### src/sv/coalescing_control_event_queue_defines.svh
// Assertion macros for the coalescing control event queue.
`ifndef COALESCING_CONTROL_EVENT_QUEUE_DEFINES_SVH
`define COALESCING_CONTROL_EVENT_QUEUE_DEFINES_SVH

// Same-cycle implication, disabled during reset.
`define CCQ_ASSERT_IMPL(label, clk, rst, ante, cons) \
  label: assert property (@(posedge clk) disable iff (rst) (ante) |-> (cons)) \
    else $error("ccq check failed");

// Next-cycle implication, disabled during reset.
`define CCQ_ASSERT_NEXT(label, clk, rst, ante, cons) \
  label: assert property (@(posedge clk) disable iff (rst) (ante) |=> (cons)) \
    else $error("ccq check failed");

`endif

### src/sv/ccq_pkg.sv
// Types and constants shared by the coalescing control event queue files.
package ccq_pkg;

  localparam int KNOB_COUNT = 3;
  localparam int SLOT_AW    = $clog2(KNOB_COUNT);
  localparam int VALUE_W    = 12;
  localparam int KIND_W     = 3;
  localparam int OKIND_W    = 2;

  localparam logic CMD_ADD = 1'b0;
  localparam logic CMD_POP = 1'b1;

  localparam logic [KIND_W-1:0]  KIND_SWITCH  = 3'd3;
  localparam logic [KIND_W-1:0]  KIND_NONE    = 3'd4;
  localparam logic [OKIND_W-1:0] SLOT_SWITCH  = 2'd3;

  typedef struct packed {
    logic               command;
    logic [KIND_W-1:0]  kind;
    logic [VALUE_W-1:0] prev_value;
    logic [VALUE_W-1:0] now_value;
  } in_item_t;

  typedef struct packed {
    logic               found;
    logic [OKIND_W-1:0] out_kind;
    logic [VALUE_W-1:0] out_prev;
    logic [VALUE_W-1:0] out_now;
    logic               pending;
  } out_item_t;

  typedef struct packed {
    logic [OKIND_W-1:0] kind;
    logic [VALUE_W-1:0] prev;
    logic [VALUE_W-1:0] now;
  } slot_t;

  typedef enum logic [2:0] {
    ST_IDLE = 3'b001,
    ST_EXEC = 3'b010,
    ST_WAIT = 3'b100
  } state_t;

endpackage

### src/sv/ccq_req_if.sv
// Request channel of the coalescing control event queue.
interface ccq_req_if import ccq_pkg::*; ();
  logic     valid;
  logic     ready;
  in_item_t data;

  modport source (output valid, output data, input ready);
  modport sink   (input valid, input data, output ready);
endinterface

### src/sv/ccq_rsp_if.sv
// Result channel of the coalescing control event queue.
interface ccq_rsp_if import ccq_pkg::*; ();
  logic      valid;
  logic      ready;
  out_item_t data;

  modport source (output valid, output data, input ready);
  modport sink   (input valid, input data, output ready);
endinterface

### src/sv/coalescing_control_event_queue.sv
// Coalescing control event queue: three knob slots held in a small synchronous memory.
//
// req_ch carries one request: command (add or pop), kind, prev_value, now_value.
// rsp_ch returns exactly one result per request: found, out_kind, out_prev,
// out_now and pending. Both are valid/ready channels; a transfer happens on a
// clock edge with valid and ready high.
// One request is worked on at a time. After acceptance the request is decided
// in ST_EXEC (slot valid bits and the switch flag are in flip-flops), and a
// refresh of a filled knob slot or a pop that finds an event then waits in
// ST_WAIT for the registered slot memory read. The result register loads at
// the end of that, and req_ch.ready returns in the cycle the result loads.
// If the receiver stalls, the result is held in the output register, the next
// request is still taken, and it waits before its final step until the held
// result drains.
// rst (synchronous) empties all slots, clears pending and the scan start.
// The slot memory needs no clearing pass: its contents are read only for
// slots whose valid bit is set.
`include "coalescing_control_event_queue_defines.svh"

module coalescing_control_event_queue import ccq_pkg::*; (
  input  logic clk,
  input  logic rst,
  ccq_req_if.sink   req_ch,
  ccq_rsp_if.source rsp_ch
);

  state_t                 state, state_next;
  in_item_t               req_q;
  logic [KNOB_COUNT-1:0]  valid_bits, valid_bits_next;
  logic                   sw0, sw0_next;
  logic [SLOT_AW-1:0]     scan_start, scan_start_next;
  logic                   pending_flag, pending_flag_next;
  logic                   out_valid, out_valid_next;
  out_item_t              out_q, out_q_next;

  slot_t                  mem [KNOB_COUNT];
  slot_t                  rd_data, wr_data;
  logic                   rd_en, wr_en;
  logic [SLOT_AW-1:0]     rd_addr, wr_addr;

  logic                   out_free, is_switch, is_knob, refresh;
  logic [SLOT_AW-1:0]     knob_idx, idx0, idx1, idx2, pop_idx;
  logic                   pop_hit;

  function automatic logic [SLOT_AW-1:0] slot_inc(input logic [SLOT_AW-1:0] s);
    return (s == SLOT_AW'(KNOB_COUNT - 1)) ? '0 : s + SLOT_AW'(1);
  endfunction

  assign req_ch.ready = (state == ST_IDLE);
  assign rsp_ch.valid = out_valid;
  assign rsp_ch.data  = out_q;

  assign out_free  = !out_valid || rsp_ch.ready;
  assign is_switch = (req_q.kind == KIND_SWITCH);
  assign is_knob   = (req_q.kind < KIND_W'(KNOB_COUNT));
  assign knob_idx  = req_q.kind[SLOT_AW-1:0];
  assign refresh   = is_knob && !sw0 && valid_bits[knob_idx];

  // Round-robin pick from the scan start.
  assign idx0 = scan_start;
  assign idx1 = slot_inc(idx0);
  assign idx2 = slot_inc(idx1);
  assign pop_hit = |valid_bits;
  always_comb begin
    if (valid_bits[idx0]) begin
      pop_idx = idx0;
    end else if (valid_bits[idx1]) begin
      pop_idx = idx1;
    end else begin
      pop_idx = idx2;
    end
  end

  always_comb begin
    state_next        = state;
    valid_bits_next   = valid_bits;
    sw0_next          = sw0;
    scan_start_next   = scan_start;
    pending_flag_next = pending_flag;
    out_valid_next    = out_valid && !rsp_ch.ready;
    out_q_next        = out_q;
    rd_en             = 1'b0;
    rd_addr           = knob_idx;
    wr_en             = 1'b0;
    wr_addr           = knob_idx;
    wr_data           = '{kind: req_q.kind[OKIND_W-1:0], prev: req_q.prev_value,
                          now: req_q.now_value};

    case (state)
      ST_IDLE: begin
        if (req_ch.valid) begin
          state_next = ST_EXEC;
        end
      end
      ST_EXEC: begin
        if (req_q.command == CMD_ADD && refresh) begin
          // Keep the first earlier reading: fetch the slot before rewriting it.
          rd_en      = 1'b1;
          rd_addr    = knob_idx;
          state_next = ST_WAIT;
        end else if (req_q.command == CMD_POP && pop_hit) begin
          rd_en                    = 1'b1;
          rd_addr                  = pop_idx;
          valid_bits_next[pop_idx] = 1'b0;
          if (pop_idx == '0) begin
            sw0_next = 1'b0;
          end
          pending_flag_next = ($countones(valid_bits) > 1);
          scan_start_next   = slot_inc(scan_start);
          state_next        = ST_WAIT;
        end else if (out_free) begin
          out_valid_next = 1'b1;
          out_q_next     = '0;
          if (req_q.command == CMD_POP) begin
            pending_flag_next = 1'b0;
            scan_start_next   = slot_inc(scan_start);
          end else begin
            pending_flag_next  = 1'b1;
            out_q_next.pending = 1'b1;
            if (is_switch) begin
              wr_en           = 1'b1;
              wr_addr         = '0;
              valid_bits_next = KNOB_COUNT'(1);
              sw0_next        = 1'b1;
            end else if (is_knob && !sw0) begin
              wr_en                     = 1'b1;
              wr_addr                   = knob_idx;
              valid_bits_next[knob_idx] = 1'b1;
            end
          end
          state_next = ST_IDLE;
        end
      end
      ST_WAIT: begin
        if (out_free) begin
          out_valid_next = 1'b1;
          if (req_q.command == CMD_ADD) begin
            wr_en              = 1'b1;
            wr_addr            = knob_idx;
            wr_data            = '{kind: rd_data.kind, prev: rd_data.prev,
                                   now: req_q.now_value};
            pending_flag_next  = 1'b1;
            out_q_next         = '0;
            out_q_next.pending = 1'b1;
          end else begin
            out_q_next = '{found: 1'b1, out_kind: rd_data.kind, out_prev: rd_data.prev,
                           out_now: rd_data.now, pending: pending_flag};
          end
          state_next = ST_IDLE;
        end
      end
      default: begin
        state_next = ST_IDLE;
      end
    endcase
  end

  always_ff @(posedge clk) begin
    if (rst) begin
      state        <= ST_IDLE;
      valid_bits   <= '0;
      sw0          <= 1'b0;
      scan_start   <= '0;
      pending_flag <= 1'b0;
      out_valid    <= 1'b0;
    end else begin
      state        <= state_next;
      valid_bits   <= valid_bits_next;
      sw0          <= sw0_next;
      scan_start   <= scan_start_next;
      pending_flag <= pending_flag_next;
      out_valid    <= out_valid_next;
    end
  end

  always_ff @(posedge clk) begin
    out_q <= out_q_next;
    if (req_ch.valid && req_ch.ready) begin
      req_q <= req_ch.data;
    end
  end

  // Slot memory: one write port, one registered read port.
  always_ff @(posedge clk) begin
    if (wr_en) begin
      mem[wr_addr] <= wr_data;
    end
    if (rd_en) begin
      rd_data <= mem[rd_addr];
    end
  end

  `CCQ_ASSERT_IMPL(a_switch_in_slot0, clk, rst, sw0, valid_bits[0])
  `CCQ_ASSERT_IMPL(a_switch_clears_knobs, clk, rst, sw0, valid_bits[KNOB_COUNT-1:1] == '0)
  `CCQ_ASSERT_IMPL(a_stored_means_pending, clk, rst, |valid_bits, pending_flag)
  `CCQ_ASSERT_NEXT(a_one_request_at_a_time, clk, rst, req_ch.valid && req_ch.ready,
                   !req_ch.ready)

endmodule

### src/flat_wrapper.sv
// flat-port wrapper written by rule: the top's interface ports become plain ports
module coalescing_control_event_queue_flat import ccq_pkg::*;
  (clk, rst, req_ch_valid, req_ch_data, req_ch_ready, rsp_ch_valid, rsp_ch_data, rsp_ch_ready);
  ccq_req_if req_ch_i ();
  ccq_rsp_if rsp_ch_i ();
  input  logic clk;
  input  logic rst;
  input wire logic [$bits(req_ch_i.valid)-1:0] req_ch_valid;
  input wire logic [$bits(req_ch_i.data)-1:0] req_ch_data;
  output wire logic [$bits(req_ch_i.ready)-1:0] req_ch_ready;
  output wire logic [$bits(rsp_ch_i.valid)-1:0] rsp_ch_valid;
  output wire logic [$bits(rsp_ch_i.data)-1:0] rsp_ch_data;
  input wire logic [$bits(rsp_ch_i.ready)-1:0] rsp_ch_ready;
  assign req_ch_i.valid = req_ch_valid;
  assign req_ch_i.data = req_ch_data;
  assign req_ch_ready = req_ch_i.ready;
  assign rsp_ch_valid = rsp_ch_i.valid;
  assign rsp_ch_data = rsp_ch_i.data;
  assign rsp_ch_i.ready = rsp_ch_ready;
  coalescing_control_event_queue u_core (.clk(clk), .rst(rst), .req_ch(req_ch_i), .rsp_ch(rsp_ch_i));
endmodule
### config.mk
export PLATFORM = sky130hd
export DESIGN_NAME = coalescing_control_event_queue_flat
export DESIGN_NICKNAME = d
export VERILOG_FILES = /design/src/sv/ccq_pkg.sv /design/src/sv/ccq_req_if.sv /design/src/sv/ccq_rsp_if.sv /design/src/sv/coalescing_control_event_queue.sv /design/src/flat_wrapper.sv
export VERILOG_INCLUDE_DIRS = /design/src /design/src/sv
export SDC_FILE = /design/constraint.sdc
export NUM_CORES = 1
export LEC_CHECK = 0
export ABC_AREA = 1
export ABC_CLOCK_PERIOD_IN_PS = 6410
export BUFFER_PORTS_ARGS = -buffer_cell sky130_fd_sc_hd__buf_2
export CORE_ASPECT_RATIO = 0.75
export CORE_MARGIN = 3
export CORE_UTILIZATION = 55
export DETAILED_ROUTE_END_ITERATION = 12
export PLACE_DENSITY = 0.81
export SLEW_MARGIN = 5
export SYNTH_ARGS = -nofsm -noshare
export SYNTH_HDL_FRONTEND = slang
export SYNTH_SLANG_ARGS = --single-unit
### constraint.sdc
create_clock -name clk -period 6.41 [get_ports clk]
set_clock_uncertainty 0.15 [all_clocks]
set_input_delay 0.641 -clock clk [delete_from_list [all_inputs] [get_ports clk]]
set_output_delay 0.641 -clock clk [all_outputs]
set_load 0.01 [all_outputs]
* Word level (Yosys, flattened, before mapping)
Memory sizes are Yosys's and may differ from the RTL's. A register that Yosys moved wholly into a read port is not among the register bits.
Cells that the tools add are included.
W data, S select, Z words.
** Operators by class
- $lt $le $gt $ge :: 8
- Reduce and logical (&&, ||, !) cells :: 24
- Eq/ne operators :: 15
- Bitwise gates (word level) :: 5
- Multiplexer cells :: 74
- Add/sub/neg operators :: 4
** Operators by type and width (count)
- $mux W28 :: 5
- $mux W26 :: 3
- $pmux W28 S2 :: 1
- $add A32 B1 Y32 :: 1
- $gt A32 B2 Y1 const B :: 1
- $mux W2 :: 16
- $mux W1 :: 31
- $mux W3 :: 9
- $reduce_and A5 Y1 :: 3
- $lt A2 B3 Y1 const B :: 4
- $ne A2 B2 Y1 const B :: 6
- $pmux W3 S3 :: 1
- $logic_and A1 B1 Y1 :: 8
- $reduce_bool A2 Y1 :: 4
- $bmux W1 S2 :: 3
- $eq A3 B2 Y1 const B :: 2
- $pmux W1 S2 :: 3
- $reduce_and A6 Y1 :: 1
- $add A2 B1 Y2 const B :: 2
- $demux W1 S2 :: 2
- $eq A2 B2 Y1 const B :: 2
- $ge A2 B1 Y1 const B :: 2
- $ne A2 B1 Y1 const B :: 2
- $reduce_and A4 Y1 :: 1
- 14 further kinds :: 17
** Word-level totals
- Memories :: 1
- Register bits after elaboration :: 67
- Output and inout port bits :: 30
- Bits in writable memories :: 78
- Bits of input ports :: 32
** Memory list
- u_core.mem :: words 3, bits a word 26, read ports 1, clocked after Yosys merged registers in 1, wr ports 1, line coalescing_control_event_queue.sv:36 : slot_t mem [KNOB_COUNT];

* Depth between registers and ports, before layout
- Depth in word-level cells :: 13
- Gate-level depth with buffers :: 12

* Worst setup path after synthesis
No wires, ideal clock.
- Kind :: register to register
- Start point :: reg u_core.valid_bits[1]
- End point :: reg u_core.out_q (netlist bit u_core.rsp_ch.data[0]) (enable)
- Setup time :: 0.449 ns
- Buffers on the path :: 0
- Slack :: 2.259 ns
- Arrival :: 3.552 ns
- Clock period less this slack :: 4.151 ns
- Stages on the path, launching flop included :: 9
- Cell sequence :: dfxtp_1 inv_1 ha_1 nand2_2 nand2_2 nor2_4 inv_2 nand2_1 nor3_1
** On the way
- Cells in the longest elaborated chain, start to end :: 6
- Elaborated cells on any way between the ends :: 9
** Ends and longest elaborated chain
- start: declaration :: line coalescing_control_event_queue.sv:29 : logic [KNOB_COUNT-1:0] valid_bits, valid_bits_next;
- start signal: assignment :: line coalescing_control_event_queue.sv:168 : valid_bits <= valid_bits_next;
- $bmux W1 S2 :: line coalescing_control_event_queue.sv:57 : assign refresh = is_knob && !sw0 && valid_bits[knob_idx];
- $mux W1 (not written as such) :: line coalescing_control_event_queue.sv:57
- $logic_and A1 B1 Y1 :: line coalescing_control_event_queue.sv:57
- $logic_and A1 B1 Y1 :: line coalescing_control_event_queue.sv:96 : if (req_q.command == CMD_ADD && refresh) begin
- $ne A2 B2 Y1 (no line)
- $reduce_and A5 Y1 (no line) *
- end signal: assignment :: line coalescing_control_event_queue.sv:177 : out_q <= out_q_next;
- end: declaration :: line coalescing_control_event_queue.sv:34 : out_item_t out_q, out_q_next;
Mark *: on every way between the ends. The rest lies on a longest branch, timed or not. The select of a mux whose other input is x is not followed.
A chain may end at the register's enable or synchronous reset.

* Worst setup path in the final report
- Start point :: reg u_core.valid_bits[1]
- End point :: reg u_core.rd_data[8] (netlist name)
** On the way
- Cells in the longest elaborated chain, start to end :: 7
- Elaborated cells on any way between the ends :: 18
** Ends and longest elaborated chain
- $bmux W1 S2 :: line coalescing_control_event_queue.sv:67 : end else if (valid_bits[idx1]) begin
- $mux W1 (not written as such) :: line coalescing_control_event_queue.sv:67
- $mux W2 :: line coalescing_control_event_queue.sv:67
- $mux W2 :: line coalescing_control_event_queue.sv:65 : if (valid_bits[idx0]) begin
- $mux W2 :: line coalescing_control_event_queue.sv:101 : end else if (req_q.command == CMD_POP && pop_hit) begin
- $mux W2 :: line coalescing_control_event_queue.sv:96
- $mux W2 :: line coalescing_control_event_queue.sv:89 : case (state)
Parallel ways exist; a longest one is shown, timed or not. The select of a mux whose other input is x is not followed.

==> results by group <==
Run status
  • Outcome: complete, no violations

Cells and area
  • Area grow syn2layout: 15.4%
  • FILL cells: 845
  • Antenna diodes: 0
  • Share of cells above drive strength 1: 17.9%
  • Area of the multi-input gates: 1430 um2
  • Storage element area: 5020 um2
  • Layout Nets: 675

Die
  • Num rows: 34
  • Horiz. Die Dim: 135 um
  • Die area: 13900 um2
  • I/O pin total: 62
  • Initial core utilization: 57.8%
  • Core ar.: 11900 um2
  • Chip height: 103 um

Power and ir drop
  • Max VDD drop: 196 uV
  • Leak: 0.00322 uW
  • PwrDens: 300 nW/um2

Timing
  • Slew headroom: 31.5%
  • Slew @ Worst Pin: 1.02 ns
  • Setup_tns: 0 ns
  • Slew Viols, Final: 0
  • Hold Vio Cnt, Final: 0
  • Fmax: 336 MHz
  • Finish-stage setup viols: 0
  • Final worst slack: 3.43 ns
  • Crit path time final: 2.98 ns
  • RSZ-0062 raised after global routing: false
  • Final Cycle Share: 46.5%

Drt
  • Iter 0 DRT Violations: 439
  • Vias per inst: 5.39
  • Final WL: 13800 um
  • Via count: 4402
  • Routed Antenna Nets: 0
  • DR DRC count: 0
  • Drt wl/cell: 16.9 um
  • First-pass DRT Iterations: 5

Synthesis
  • Syn. warnings: 0
  • Synthesized net count: 605
  • Top cell type's share of synthesized area: 70.0%
  • Most numerous cell in the Yosys netlist: edfxtp_1
  • FFs w/ async S/R, synth: 0%
  • Synth Flop Type: edfxtp_1
  • Yosys reg bits: 171
  • Synth unique cells: 27
  • Number of flops mapped to enable cells by yosys: 160
  • Cell accounting for the most synthesized area: edfxtp_1
  • Synthesized instance count: 571
  • Seq/Total Area, Yosys: 73.2%
  • Mapped Area: 6860 um2
  • Post-synth top cells: edfxtp_1, nand2_1, inv_1
  • Syn avg cell area: 12.0 um2
  • Main area contributors after synthesis: edfxtp_1, nand2_1, inv_1

Placement
  • Routability Congestion: 0.935
  • PortBufs: 61
  • HPWL Detailed: 8510 um
  • Place WS: 3.43 ns

GRT
  • Vias in the first global route: 4298
  • All-Layer GR Usage: 21.0%
  • Initial antenna violation count: 0
  • Grt total ovfl: 0
  • First-pass GRT wire length: 21700 um
  • Largest net degree at the start of global routing: 33

Setup path
  • CP endpoint kind: flip-flop
  • Setup CP Type: flip-flop to flip-flop
  • Worst R2R End: u_core.rd_data[8]$_DFFE_PP_
  • Slowest CP cell: nand2_2
  • CP most frequent cell: nand2_2
  • Crit-path cells: inv_1 -> ha_1 -> nand2_2 -> nand2_2 -> nor2_4 -> nand3_2 -> nand2_2 -> nand2_1 -> nand3_1 -> nand2_1
  • R2R setup slack: 3.43 ns
  • Max FO, Critical Path: 27
  • Crit path max-delay family: simple AND/OR/NAND/NOR gates
  • Critical Path RT: 6.43 ns
  • Worst reg2reg path startpoint: u_core.valid_bits[1]$_SDFFE_PP0P_
  • Startpoint Class: flip-flop
  • Crit path DAT: 3.00 ns
  • Crit path buf inv count: 1
  • Reg2Reg Depth: 10
  • Slowest stage delay, CP: 0.69 ns

Clock network
  • CTS-repair resized insts: 0
  • Skew-Pair Late Insertion Delay: 0.42 ns
  • Worst-path clk slew: 0.07 ns
  • CTS tree: done
  • Setup bufs post-CTS: 0
  • Clock Tree Buf Depth: 2
  • TritonCTS Buffers: 17
  • Clk sinks: 171
  • # H-tree levels: 4
  • Root buf cell: clkbuf_16
  • CTS hold repair buffers: 0

Min path
  • Hold path depth: 1
  • Min-Delay Path Class: input port to flip-flop
  • Min-delay src: req_ch_data[2]
  • Worst Hold End: u_core.req_q[2]$_DFFE_PP_

Job
  • Max cap viols: 0
cells by family (layout without fill, tap and decap cells):
| family | Yosys count | in the layout | synth area share, % |
|---|---|---|---|
| and+or+nand+nor | 262 | 262 | 17.3 |
| AOI/OAI and AO/OA | 37 | 37 | 2.99 |
| buffers and inverters | 99 | 182 | 6.15 |
| DFF | 171 | 171 | 73.2 |
| adders and majority gates | 2 | 2 | 0.365 |
layer usage:
layer,part of all wire [%],GRT usage [%],vias up
met5,0,0,-
met2,48,34.5,194
li1,-,-,2066
met1,42,27.4,2123
met3,7.8,5.85,19
met4,1.6,7.59,0
placed cells by master (no fill, tap or decap), types with 3 or more instances in the layout:
| cell type | instances |
|---|---|
| edfxtp_1 | 160 |
| nand2_1 | 135 |
| inv_1 | 78 |
| buf_2 | 61 |
| nand3_1 | 43 |
| nor2_1 | 43 |
| nand3b_1 | 26 |
| o21ai_0 | 19 |
| clkbuf_16 | 17 |
| a21oi_1 | 12 |
| dfxtp_1 | 11 |
| buf_4 | 6 |
| inv_2 | 5 |
| nand2_2 | 4 |
| clkinvlp_4 | 4 |
| a21oi_2 | 3 |
| nor3_1 | 3 |
| bufinv_16 | 3 |
power by group:
part | leakage (uW) | internal [uW] | switching, uW
clock | 0.000281 | 611 | 415
sequential | 0.00155 | 1240 | 12.0
combinational | 0.00139 | 28.5 | 63.9
total | 0.00322 | 1880 | 491
cell type report:
type | instances | share of cell area, %
clock inverter | 15 | 2.18
tap | 162 | 2.56
clock buffer | 17 | 5.37
inverter | 83 | 3.93
timing repair buffer | 67 | 4.42
multi-input combinational | 301 | 18.1
sequential | 171 | 63.5
state kept, by name, summed over array words and instances (netlist names), 2 cells and up:
signal and flops:
u_core.idx0 2, u_core.knob_idx 2, u_core.mem 78, u_core.rd_data 26
u_core.req_q 26, u_core.rsp_ch.data 28, u_core.state 3, u_core.valid_bits 3
worst max-delay path by stage:
stage	startpoint	to	slack, ns	depth (start not counted)
5_1_grt	u_core.valid_bits[1]$_SDFFE_PP0P_	u_core.rd_data[0]$_DFFE_PP_	3.17	10
3_3_place_gp	rsp_ch_ready	u_core.mem[0][0]$_DFFE_PP_	3.60	7
4_1_cts	u_core.valid_bits[1]$_SDFFE_PP0P_	u_core.rd_data[0]$_DFFE_PP_	3.41	10
3_5_place_dp	u_core.valid_bits[1]$_SDFFE_PP0P_	u_core.rd_data[8]$_DFFE_PP_	3.43	10
6_report	u_core.valid_bits[1]$_SDFFE_PP0P_	u_core.rd_data[8]$_DFFE_PP_	3.43	10
2_1_floorplan	u_core.valid_bits[1]$_SDFFE_PP0P_	u_core.rsp_ch.data[0]$_DFFE_PP_	2.26	8
through the flow:
stage	hold WS [ns]	instances	instance area [um2]	power [uW]	utilization (%)
floorplan	0.283	571	6860	1340	-
global placement	0.301	784	7320	1360	61.7
detailed placement	0.313	784	7320	1370	61.7
CTS	0.230	816	7920	2380	66.7
global route	0.221	816	7920	2450	66.7
finish	0.242	816	7920	2380	66.7
Note: power is estimated with default switching activity, not from simulation.
